<file path="config.mk">
export PLATFORM = sky130hd
export DESIGN_NAME = wheel_speed_ramp_framer_core
export DESIGN_NICKNAME = d
export VERILOG_FILES = /design/src/rtl/core/wsrf_pkg.sv /design/src/rtl/core/wsrf_front.sv /design/src/rtl/core/wsrf_fifo.sv /design/src/rtl/core/wsrf_back.sv /design/src/rtl/core/wheel_speed_ramp_framer_core.sv
export SDC_FILE = /design/constraint.sdc
export NUM_CORES = 1
export LEC_CHECK = 0
export ABC_AREA = 1
export BUFFER_PORTS_ARGS = -buffer_cell sky130_fd_sc_hd__buf_2
export CAP_MARGIN = 25
export CORE_MARGIN = 1.5
export CORE_UTILIZATION = 35
export CTS_BUF_LIST = sky130_fd_sc_hd__clkbuf_16
export CTS_CLUSTER_DIAMETER = 50
export DETAILED_ROUTE_END_ITERATION = 8
export PLACE_DENSITY = 0.6
export SYNTH_ARGS = -nofsm -noshare
export SYNTH_HDL_FRONTEND = slang
export SYNTH_SLANG_ARGS = --single-unit
export TNS_END_PERCENT = 10
</file>
<file path="constraint.sdc">
create_clock -name clk -period 4.5 [get_ports clk]
set_clock_uncertainty 0.2 [all_clocks]
set_input_delay 0.675 -clock clk [delete_from_list [all_inputs] [get_ports clk]]
set_output_delay 0.675 -clock clk [all_outputs]
set_load 0.02 [all_outputs]
</file>
<file path="src/rtl/core/wsrf_pkg.sv">
package wsrf_pkg;

    localparam int SPEED_BITS_DEFAULT = 7;
    localparam int GOAL_BITS          = 7;
    localparam int MOTION_BITS        = 3;
    localparam int MOTOR_COUNT        = 4;
    localparam int MOTOR_IDX_BITS     = 2;
    localparam int ADDR_BITS          = 8;
    localparam int TYPE_BITS          = 8;
    localparam int FRAME_BITS         = 24;
    localparam int QUEUE_DEPTH        = 2;
    localparam int QUEUE_PTR_BITS     = 1;

    typedef enum logic [MOTION_BITS-1:0] {
        MOTION_FWD   = 3'd0,
        MOTION_RIGHT = 3'd1,
        MOTION_BACK  = 3'd2,
        MOTION_LEFT  = 3'd3,
        MOTION_CW    = 3'd4,
        MOTION_CCW   = 3'd5,
        MOTION_STOP  = 3'd6
    } motion_t;

    // Bit i of the pattern is the direction of motor i+1.
    function automatic logic [MOTOR_COUNT-1:0] wheel_pattern(input logic [MOTION_BITS-1:0] m);
        logic [MOTOR_COUNT-1:0] p;
        case (m)
            MOTION_FWD:   p = 4'b0000;
            MOTION_RIGHT: p = 4'b0011;
            MOTION_BACK:  p = 4'b1111;
            MOTION_LEFT:  p = 4'b1100;
            MOTION_CW:    p = 4'b0101;
            MOTION_CCW:   p = 4'b1010;
            default:      p = 4'b0000;
        endcase
        return p;
    endfunction

endpackage

</file>
<file path="src/rtl/core/wsrf_front.sv">
module wsrf_front #(
    parameter int SPEED_BITS = wsrf_pkg::SPEED_BITS_DEFAULT
) (
    input  logic                                            clk,
    input  logic                                            rst_n,
    input  logic                                            push,
    input  logic                                            cmd,
    input  logic [wsrf_pkg::MOTION_BITS-1:0]                motion,
    input  logic [wsrf_pkg::GOAL_BITS-1:0]                  goal_speed,
    input  logic                                            fifo_full,
    output logic                                            fifo_wr,
    output logic [wsrf_pkg::MOTOR_COUNT+SPEED_BITS-1:0]     fifo_wdata
);
    import wsrf_pkg::*;

    localparam int CmpW = (SPEED_BITS > GOAL_BITS) ? SPEED_BITS : GOAL_BITS;

    logic [MOTION_BITS-1:0] cur_motion_reg, cur_motion_next;
    logic [SPEED_BITS-1:0]  cur_speed_reg, cur_speed_next;
    logic [MOTOR_COUNT-1:0] dirs_reg, dirs_next;
    logic [MOTION_BITS-1:0] pend_motion_reg, pend_motion_next;
    logic [SPEED_BITS-1:0]  pend_speed_reg, pend_speed_next;

    logic                   accept;
    logic                   emit;
    logic [MOTION_BITS-1:0] motion_clamped;
    logic [CmpW-1:0]        goal_wide;
    logic [CmpW-1:0]        max_wide;
    logic [CmpW-1:0]        goal_sat;

    assign accept         = push && !fifo_full;
    assign motion_clamped = (motion > MOTION_STOP) ? MOTION_STOP : motion;
    assign goal_wide      = CmpW'(goal_speed);
    assign max_wide       = CmpW'({SPEED_BITS{1'b1}});
    assign goal_sat       = (goal_wide > max_wide) ? max_wide : goal_wide;

    always_comb
    begin
        cur_motion_next  = cur_motion_reg;
        cur_speed_next   = cur_speed_reg;
        dirs_next        = dirs_reg;
        pend_motion_next = pend_motion_reg;
        pend_speed_next  = pend_speed_reg;
        emit             = 1'b0;
        if (accept)
        begin
            if (cmd)
            begin
                pend_motion_next = motion_clamped;
                pend_speed_next  = (motion_clamped == MOTION_STOP) ?
                                   '0 : goal_sat[SPEED_BITS-1:0];
            end
            else if (cur_motion_reg != pend_motion_reg && cur_speed_reg != '0)
            begin
                // Still winding down under the old wheel pattern.
                cur_speed_next = cur_speed_reg - 1'b1;
                emit           = 1'b1;
            end
            else
            begin
                if (cur_motion_reg != pend_motion_reg)
                begin
                    cur_motion_next = pend_motion_reg;
                    dirs_next       = wheel_pattern(pend_motion_reg);
                end
                if (cur_speed_reg != pend_speed_reg)
                begin
                    emit = 1'b1;
                    if (cur_speed_reg > pend_speed_reg)
                    begin
                        cur_speed_next = cur_speed_reg - 1'b1;
                    end
                    else
                    begin
                        cur_speed_next = cur_speed_reg + 1'b1;
                    end
                end
            end
        end
    end

    assign fifo_wr    = emit;
    assign fifo_wdata = {dirs_next, cur_speed_next};

    always_ff @(posedge clk or negedge rst_n)
    begin
        if (!rst_n)
        begin
            cur_motion_reg  <= MOTION_STOP;
            cur_speed_reg   <= '0;
            dirs_reg        <= '0;
            pend_motion_reg <= MOTION_STOP;
            pend_speed_reg  <= '0;
        end
        else
        begin
            cur_motion_reg  <= cur_motion_next;
            cur_speed_reg   <= cur_speed_next;
            dirs_reg        <= dirs_next;
            pend_motion_reg <= pend_motion_next;
            pend_speed_reg  <= pend_speed_next;
        end
    end

endmodule

</file>
<file path="src/rtl/core/wsrf_fifo.sv">
module wsrf_fifo #(
    parameter int WIDTH = wsrf_pkg::MOTOR_COUNT + wsrf_pkg::SPEED_BITS_DEFAULT
) (
    input  logic             clk,
    input  logic             rst_n,
    input  logic             wr,
    input  logic [WIDTH-1:0] wdata,
    input  logic             rd,
    output logic [WIDTH-1:0] rdata,
    output logic             full,
    output logic             empty
);
    import wsrf_pkg::*;

    logic [WIDTH-1:0]          mem [QUEUE_DEPTH];
    logic [QUEUE_PTR_BITS-1:0] wr_ptr_reg, wr_ptr_next;
    logic [QUEUE_PTR_BITS-1:0] rd_ptr_reg, rd_ptr_next;
    logic [QUEUE_PTR_BITS:0]   count_reg, count_next;
    logic                      do_wr;
    logic                      do_rd;

    assign full  = (count_reg == (QUEUE_PTR_BITS+1)'(QUEUE_DEPTH));
    assign empty = (count_reg == '0);
    assign do_wr = wr && !full;
    assign do_rd = rd && !empty;
    assign rdata = mem[rd_ptr_reg];

    always_comb
    begin
        wr_ptr_next = do_wr ? wr_ptr_reg + 1'b1 : wr_ptr_reg;
        rd_ptr_next = do_rd ? rd_ptr_reg + 1'b1 : rd_ptr_reg;
        count_next  = count_reg;
        if (do_wr && !do_rd)
        begin
            count_next = count_reg + 1'b1;
        end
        else if (do_rd && !do_wr)
        begin
            count_next = count_reg - 1'b1;
        end
    end

    always_ff @(posedge clk)
    begin
        if (do_wr)
        begin
            mem[wr_ptr_reg] <= wdata;
        end
    end

    always_ff @(posedge clk or negedge rst_n)
    begin
        if (!rst_n)
        begin
            wr_ptr_reg <= '0;
            rd_ptr_reg <= '0;
            count_reg  <= '0;
        end
        else
        begin
            wr_ptr_reg <= wr_ptr_next;
            rd_ptr_reg <= rd_ptr_next;
            count_reg  <= count_next;
        end
    end

endmodule

</file>
<file path="src/rtl/core/wsrf_back.sv">
module wsrf_back #(
    parameter int SPEED_BITS = wsrf_pkg::SPEED_BITS_DEFAULT
) (
    input  logic                                        clk,
    input  logic                                        rst_n,
    input  logic                                        fifo_empty,
    input  logic [wsrf_pkg::MOTOR_COUNT+SPEED_BITS-1:0] fifo_rdata,
    output logic                                        fifo_rd,
    output logic [wsrf_pkg::FRAME_BITS-1:0]             frame,
    output logic                                        last,
    output logic                                        empty,
    input  logic                                        pop
);
    import wsrf_pkg::*;

    localparam int RecW  = MOTOR_COUNT + SPEED_BITS;
    localparam int RawW  = ADDR_BITS + TYPE_BITS + 1 + SPEED_BITS;
    localparam int WideW = (RawW > FRAME_BITS) ? RawW : FRAME_BITS;
    localparam logic [MOTOR_IDX_BITS-1:0] LastIdx = MOTOR_IDX_BITS'(MOTOR_COUNT - 1);

    logic [RecW-1:0]           rec_reg, rec_next;
    logic                      valid_reg, valid_next;
    logic [MOTOR_IDX_BITS-1:0] idx_reg, idx_next;
    logic                      done_step;
    logic [MOTOR_COUNT-1:0]    dirs;
    logic [SPEED_BITS-1:0]     speed;
    logic [ADDR_BITS-1:0]      addr;
    logic [RawW-1:0]           raw;
    logic [WideW-1:0]          wide;

    // A step record is released after its fourth motor frame is transferred.
    assign done_step = valid_reg && pop && (idx_reg == LastIdx);
    assign fifo_rd   = !fifo_empty && (!valid_reg || done_step);

    always_comb
    begin
        rec_next   = rec_reg;
        valid_next = valid_reg;
        idx_next   = idx_reg;
        if (valid_reg && pop)
        begin
            idx_next = idx_reg + 1'b1;
            if (idx_reg == LastIdx)
            begin
                valid_next = 1'b0;
            end
        end
        if (fifo_rd)
        begin
            rec_next   = fifo_rdata;
            valid_next = 1'b1;
            idx_next   = '0;
        end
    end

    assign dirs  = rec_reg[RecW-1:SPEED_BITS];
    assign speed = rec_reg[SPEED_BITS-1:0];
    assign addr  = ADDR_BITS'(idx_reg) + 1'b1;
    assign raw   = {addr, {TYPE_BITS{1'b0}}, dirs[idx_reg], speed};
    assign wide  = WideW'(raw);

    assign frame = wide[FRAME_BITS-1:0];
    assign last  = (idx_reg == LastIdx);
    assign empty = !valid_reg;

    always_ff @(posedge clk)
    begin
        rec_reg <= rec_next;
    end

    always_ff @(posedge clk or negedge rst_n)
    begin
        if (!rst_n)
        begin
            valid_reg <= 1'b0;
            idx_reg   <= '0;
        end
        else
        begin
            valid_reg <= valid_next;
            idx_reg   <= idx_next;
        end
    end

endmodule

</file>
<file path="src/rtl/core/wheel_speed_ramp_framer_core.sv">
// Flow: a tick that changes the speed goes into the step queue and then into the idle serializer,
// which shows its first motor frame; a command updates the goal and yields no frames.
// Throughput: one item per cycle on the input side while the queue is not full; the serializer
// sends one frame per cycle while popped, so speed-changing ticks are paced at four frames each.
// Reset: the robot is stopped at speed zero with all wheel directions clear, and the
// step queue and frame serializer are empty.
module wheel_speed_ramp_framer_core #(
    parameter int SPEED_BITS = wsrf_pkg::SPEED_BITS_DEFAULT
) (
    input  logic                              clk,
    input  logic                              rst_n,
    input  logic                              push,
    output logic                              full,
    input  logic                              cmd,
    input  logic [wsrf_pkg::MOTION_BITS-1:0]  motion,
    input  logic [wsrf_pkg::GOAL_BITS-1:0]    goal_speed,
    output logic                              empty,
    input  logic                              pop,
    output logic [wsrf_pkg::FRAME_BITS-1:0]   frame,
    output logic                              last
);
    import wsrf_pkg::*;

    localparam int RecW = MOTOR_COUNT + SPEED_BITS;

    logic            fifo_wr;
    logic [RecW-1:0] fifo_wdata;
    logic            fifo_rd;
    logic [RecW-1:0] fifo_rdata;
    logic            fifo_full;
    logic            fifo_empty;

    assign full = fifo_full;

    wsrf_front #(
        .SPEED_BITS (SPEED_BITS)
    ) u_front (
        .clk        (clk),
        .rst_n      (rst_n),
        .push       (push),
        .cmd        (cmd),
        .motion     (motion),
        .goal_speed (goal_speed),
        .fifo_full  (fifo_full),
        .fifo_wr    (fifo_wr),
        .fifo_wdata (fifo_wdata)
    );

    wsrf_fifo #(
        .WIDTH (RecW)
    ) u_fifo (
        .clk   (clk),
        .rst_n (rst_n),
        .wr    (fifo_wr),
        .wdata (fifo_wdata),
        .rd    (fifo_rd),
        .rdata (fifo_rdata),
        .full  (fifo_full),
        .empty (fifo_empty)
    );

    wsrf_back #(
        .SPEED_BITS (SPEED_BITS)
    ) u_back (
        .clk        (clk),
        .rst_n      (rst_n),
        .fifo_empty (fifo_empty),
        .fifo_rdata (fifo_rdata),
        .fifo_rd    (fifo_rd),
        .frame      (frame),
        .last       (last),
        .empty      (empty),
        .pop        (pop)
    );

    // The front never produces a step record while the queue is full.
    a_no_overflow: assert property (@(posedge clk) disable iff (!rst_n)
        fifo_wr |-> !fifo_full)
        else $error("step record written into a full queue");

    // The serializer only pulls a record that exists.
    a_no_underflow: assert property (@(posedge clk) disable iff (!rst_n)
        fifo_rd |-> !fifo_empty)
        else $error("step record read from an empty queue");

    // The serializer drains the queue, so a full queue means it is busy.
    a_full_implies_busy: assert property (@(posedge clk) disable iff (!rst_n)
        fifo_full |-> !empty)
        else $error("queue full while the frame serializer is idle");

endmodule

</file>
## After elaboration in Yosys (flattened, before gate mapping)

Memories as Yosys holds them, arrays and structs flattened. A register that Yosys moved wholly into a read port is not among the register bits.
Index checks and enable logic that the tools add are counted.

- Bitwise operators: 2
- Equality and inequality tests: 10
- Reductions and logical operators: 23
- $add $sub $neg: 8
- Mux-type cells: 28
- Order comparisons: 4

Operators by type and width:

| kind | count |
|---|---|
| $mux 7 | 7 |
| $pmux 4 s5 | 1 |
| $mux 4 | 4 |
| $mux 1 | 10 |
| $eq 3x3->1 const B | 3 |
| $logic_and 1x1->1 | 9 |
| $mux 2 | 4 |
| $add 7x1->7 const B | 1 |
| $gt 7x7->1 | 1 |
| $gt 7x7->1 const B | 1 |
| $ne 7x7->1 | 1 |
| $reduce_bool 7->1 | 1 |
| $sub 7x1->7 const B | 1 |
| $eq 3x2->1 const B | 2 |
| $reduce_bool 2->1 | 3 |
| $logic_not 1->1 | 5 |
| $add 2x1->2 const B | 2 |
| $eq 2x2->1 const B | 2 |
| $reduce_and 2->1 | 2 |
| $reduce_and 4->1 | 1 |
| $add 2x1->3 const B | 1 |
| $eq 3x1->1 const B | 1 |
| $gt 3x3->1 const B | 1 |
| $lt 2x3->1 const B | 1 |
| 8 further kinds | 10 |

- Input port bits: 15
- Memory bits (writable): 22
- Flip-flop bits (word level): 31
- Memories kept: 1
- Word-level logic and storage cells: 86
- Output and inout bits: 27

Memories:

| name | words | bits a word | rd ports | clocked after memory_dff | wr ports | RTL line | RTL |
|---|---|---|---|---|---|---|---|
| u_fifo.mem | 2 | 11 | 1 | 1 | 1 | wsrf_fifo.sv:15 | `logic [WIDTH-1:0] mem [QUEUE_DEPTH];` |

## Depth between registers and ports, before layout

- Depth after elaboration: 10
- Gate-level depth with buffers: 14
- Mapped depth without buffers: 14

## Modules after synthesis

From an unflattened synthesis, not the netlist that was laid out.

- Cell total of the unflattened synthesis: 376
- Area total of the unflattened synthesis: 3458.3 µm²

Modules (own cells, without submodules):

| module | times used | area each (µm²) | cells each | seq. area each (µm²) |
|---|---|---|---|---|
| wsrf_front | 1 | 1742.9 | 227 | 605.6 |
| wsrf_fifo | 1 | 1028.5 | 89 | 760.7 |
| wsrf_back | 1 | 686.9 | 60 | 405.4 |

## Worst setup path after synthesis

OpenSTA, ideal clock, no wires.

- Path kind: flip-flop to flip-flop
- Start: reg u_back.idx_reg[0]
- End: reg u_fifo.count_reg[1]
- Clock period less this slack: 2.564 ns
- Buffers on the path: 0
- Stages on the path, launching flop included: 9
- Path slack: 1.936 ns
- Arrival time: 2.234 ns
- Setup time: 0.131 ns
- Data required time: 4.169 ns
- Cells stage by stage: dfrtp_1 ha_1 a21oi_1 nor2_1 inv_1 ha_1 a21oi_1 o21ai_0 xor2_1

- Longest elaborated chain between the ends: 8
- Elaborated cells between the ends (all ways): 10
- Classes of those cells: eq/ne (1); mux (1); reduce/logical (8)

Ends and longest elaborated chain:

| what | RTL line | RTL |
|---|---|---|
| from (decl) | wsrf_back.sv:23 | `logic [MOTOR_IDX_BITS-1:0] idx_reg, idx_next;` |
| from (signal assigned) | wsrf_back.sv:81 | `idx_reg <= idx_next;` |
| $eq 2x2->1 * | -- |  |
| net last | wheel_speed_ramp_framer_core.sv:20 | `output logic last` |
| $logic_and 1x1->1 * | wsrf_back.sv:32 | `assign done_step = valid_reg && pop && (idx_reg == LastIdx);` |
| $logic_or 1x1->1 * | wsrf_back.sv:33 | `assign fifo_rd = !fifo_empty && (!valid_reg \|\| done_step);` |
| $logic_and 1x1->1 * | wsrf_back.sv:33 |  |
| net fifo_rd | wheel_speed_ramp_framer_core.sv:28 | `logic fifo_rd;` |
| $logic_and 1x1->1 * | wsrf_fifo.sv:25 | `assign do_rd = rd && !empty;` |
| $logic_not 1->1 | wsrf_fifo.sv:33 | `if (do_wr && !do_rd)` |
| $logic_and 1x1->1 | wsrf_fifo.sv:33 |  |
| $mux 2 or $reduce_bool 2->1 (tied branches) | -- |  |
| to (signal assigned) | wsrf_fifo.sv:63 | `count_reg <= count_next;` |
| to (decl) | wsrf_fifo.sv:18 | `logic [QUEUE_PTR_BITS:0] count_reg, count_next;` |

The timed path passes the listed nets; every way through them passes the cells marked *.
A chain may end at the register's enable or synchronous reset.

## Worst setup path in the final report

- Start: reg u_front.cur_speed_reg[2]
- End: mem u_fifo.mem[0][4] (netlist bit) (enable)

- Longest elaborated chain between the ends: 8
- Elaborated cells between the ends (all ways): 10
- Classes of those cells: eq/ne (1); mux (6); reduce/logical (3)

Ends and longest elaborated chain:

| what | RTL line | RTL |
|---|---|---|
| from (decl) | wsrf_front.sv:19 | `logic [SPEED_BITS-1:0] cur_speed_reg, cur_speed_next;` |
| from (signal assigned) | wsrf_front.sv:98 | `cur_speed_reg <= cur_speed_next;` |
| $ne 7x7->1 or $reduce_bool 7->1 (tied branches) | wsrf_front.sv:66, wsrf_front.sv:53 |  |
| $mux 1 or $logic_and 1x1->1 (tied branches) | wsrf_front.sv:66, wsrf_front.sv:53 |  |
| $mux 1 * | wsrf_front.sv:53 | `else if (cur_motion_reg != pend_motion_reg && cur_speed_reg != '0)` |
| $mux 1 * | wsrf_front.sv:47 | `if (cmd)` |
| $mux 1 * | wsrf_front.sv:45 | `if (accept)` |
| $logic_and 1x1->1 * | wsrf_fifo.sv:24 | `assign do_wr = wr && !full;` |
| net u_fifo.do_wr | wsrf_fifo.sv:19 | `logic do_wr;` |
| $mux 1 * | wsrf_fifo.sv:45 | `if (do_wr)` |
| $mux 1 (not written as such) * | wsrf_fifo.sv:47 | `mem[wr_ptr_reg] <= wdata;` |
| to (decl) | wsrf_fifo.sv:15 |  |

Marks and branches as above.

==> impl_metrics.env <==
export IMPL_hold_viol=0
export IMPL_worst_pin_slew_ns=0.877
export IMPL_synth_top_area_share_pct=29.8
export IMPL_clockBufferDepth=2
export IMPL_gp_congestion=0.876
export IMPL_power_uw=2810
export IMPL_route_detailed_drc=0
export IMPL_finalMaxSlewViolations=0
export IMPL_grt_pass1_vias=2250
export IMPL_clk_latency_ns=0.33
export IMPL_ys_async_sr_fraction_pct=48.4
export IMPL_max_slew_margin_rel_pct=41.3
export IMPL_cts_hold_buf=0
export IMPL_ys_warnings_count=0
export IMPL_syn_inst=352
export IMPL_drv_cap=0
export IMPL_regArea_um2=1770
export IMPL_coreArea_um2=9240
export IMPL_placed_cells=497
export IMPL_die_area_um2=10100
export IMPL_grt_pass1_wl_um=10600
export IMPL_leakage_uw=0.00177
export IMPL_n_fill_cell=919
export IMPL_synth_cell_types=36
export IMPL_crit_arrival_ns=2.66
export IMPL_post_synth_top_count_cell="nand2_1"
export IMPL_cts_sinks=64
export IMPL_diodes=0
export IMPL_tns_ns=0
export IMPL_fp_row_count=35
export IMPL_vdd_ir_drop_worst_mv=0.331
export IMPL_port_buffers=28
export IMPL_synth_edf_count=33
export IMPL_setup_viol=0
export IMPL_utilization_pct=41.4
export IMPL_start_kind="flop"
export IMPL_multi_input_area_um2=1250
export IMPL_syn_to_final_growth_pct=14.8
export IMPL_die_h_um=101
export IMPL_min_period_ns=2.91
export IMPL_cp_required_ns=4.25
export IMPL_max_freq_mhz=344
export IMPL_yosysSeqAreaShare_pct=53.2
export IMPL_grt_overflow=0
export IMPL_yosys_area_top_type="edfxtp_1"
export IMPL_grtUsageTotal_pct=13.7
export IMPL_synth_seq_cells=64
export IMPL_rsz0062_at_grt="false"
export IMPL_largest_reg_flops=22
export IMPL_cts_tree="yes"
export IMPL_first_pass_iters=4
export IMPL_final_cells=513
export IMPL_dp_hpwl_um=4360
export IMPL_crit_type="flop to flop"
export IMPL_status="completed"
export IMPL_power_per_cell_area_nw_per_um2=735
export IMPL_cts_buffers=9
export IMPL_antenna_found_initial=0
export IMPL_ys_top_cells_by_count="nand2_1, inv_1, edfxtp_1"
export IMPL_ctsResizeCount=0
export IMPL_synth_area_top_cells="edfxtp_1, dfrtp_1, nand2_1, buf_4, ha_1"
export IMPL_crit_path_end_kind="flop"
export IMPL_nets=406
export IMPL_reg2reg_from="u_front.cur_speed_reg[2]"
export IMPL_min_period_over_period_pct=64.6
export IMPL_cts_setup_buffers=0
export IMPL_via_count=2275
export IMPL_crit_start="u_front.cur_speed_reg[2]"
export IMPL_synth_flop_cell="edfxtp_1"
export IMPL_syn_area_um2=3330
export IMPL_ioPinCount=42
export IMPL_hp_class="input port to asynchronous set/reset pin"
export IMPL_cts_clk_slew_worst_paths_ns=0.06
export IMPL_routed_via_density=4.43
export IMPL_grt_start_max_net_pins=32
export IMPL_cp_max_fo=11
export IMPL_ant_nets=0
export IMPL_drt_total_wl_um=5970
export IMPL_htree_levels=3
export IMPL_cts_root_buf="clkbuf_16"
export IMPL_wl_per_cell_um=11.6
export IMPL_start_util_pct=36.0
export IMPL_drt_iter0_markers=161
export IMPL_drive_gt1_share_pct=18.8
export IMPL_avgSynthCellArea_um2=9.46
export IMPL_die_x_um=101
final cells by class:
type	instances	area share, %
well taps	129	4.22
flip-flops and latches	64	46.4
multi-input cells	232	32.7
clock buffers	9	5.89
inverters	43	4.49
repair buffers	29	3.86
clock inverters	7	2.49
where the power goes:
group          leakage (uW)  internal [uW]  switching, uW
sequential         0.000676            850            139
combinational      0.000936            373            707
clock              0.000156            485            255
total               0.00177           1710           1100
per-layer routing:
metal	vias to the layer above	part of all wire, %	GRT usage, %
li1	1165	-	-
met1	1054	48	17.5
met2	54	47	21.0
met3	2	4.3	4.72
met4	0	0.52	6.28
met5	-	0	0
stage by stage:
step           hold WS, ns  setup slack, ns  cell area [um^2]
6_report             0.201             1.59              3820
5_1_grt              0.251             1.40              3820
4_1_cts              0.223             1.58              3820
3_5_place_dp         0.292             1.60              3500
3_3_place_gp         0.290             1.71              3500
2_1_floorplan        0.179             1.94              3370
placed cells by master (no fill, tap or decap), types with 2 or more instances in the layout:
cell	Yosys	final
o21ai_1	5	5
bufinv_16	0	2
inv_1	37	37
o21ai_0	18	18
nor2_2	3	3
clkbuf_16	0	9
nand3_4	2	2
clkinv_4	1	2
xnor2_1	5	5
a21oi_2	2	2
inv_2	3	3
a21boi_1	2	2
conb_1	1	13
xor2_1	8	8
a21oi_1	9	9
nand3_1	28	28
a31oi_1	2	2
ha_1	12	12
clkinv_2	0	2
nand2_2	3	3
inv_4	2	2
nor2_1	14	14
nor2_4	2	2
nand4_1	3	3
dfrtp_1	27	27
dfstp_2	4	4
edfxtp_1	33	33
nand2_4	2	2
nand2_1	93	93
buf_2	1	28
critical path, cell delays in order, from the launching register on:
cell and delay (ns):
dfrtp_1 0.56, ha_1 0.32, nand2_1 0.07, inv_1 0.05, nand3_1 0.19, inv_2 0.13
a21oi_4 0.25, inv_4 0.07, nor2_1 0.67
cell families (layout without fill, tap and decap cells):
logic type                 after synthesis  in the layout  synth area share [%]
adders and majority gates               12             12                  4.51
AOI/OAI and AO/OA                       41             41                  7.07
xor gates and xnor gates                13             13                  3.42
and+or+nand+nor                        153            153                  21.1
other                                    1             13                 0.113
DFF                                     64             64                  53.2
buffers and inverters                   68             88                  10.6
path summary, 6_finish.rpt:
check                                            end  slack, ns  depth (start not counted)
setup / recovery                    u_fifo.mem[0][4]       1.59                          8
hold / removal              u_front.cur_speed_reg[6]       0.20                          1
setup reg to reg                    u_fifo.mem[0][4]       1.59                          8
hold reg to reg            u_front.cur_motion_reg[1]       0.30                          2
max in group asynchronous   u_front.cur_speed_reg[3]       3.42                          1
min in group clk           u_front.cur_motion_reg[1]       0.30                          2
Power figures use the tool's default switching activity.
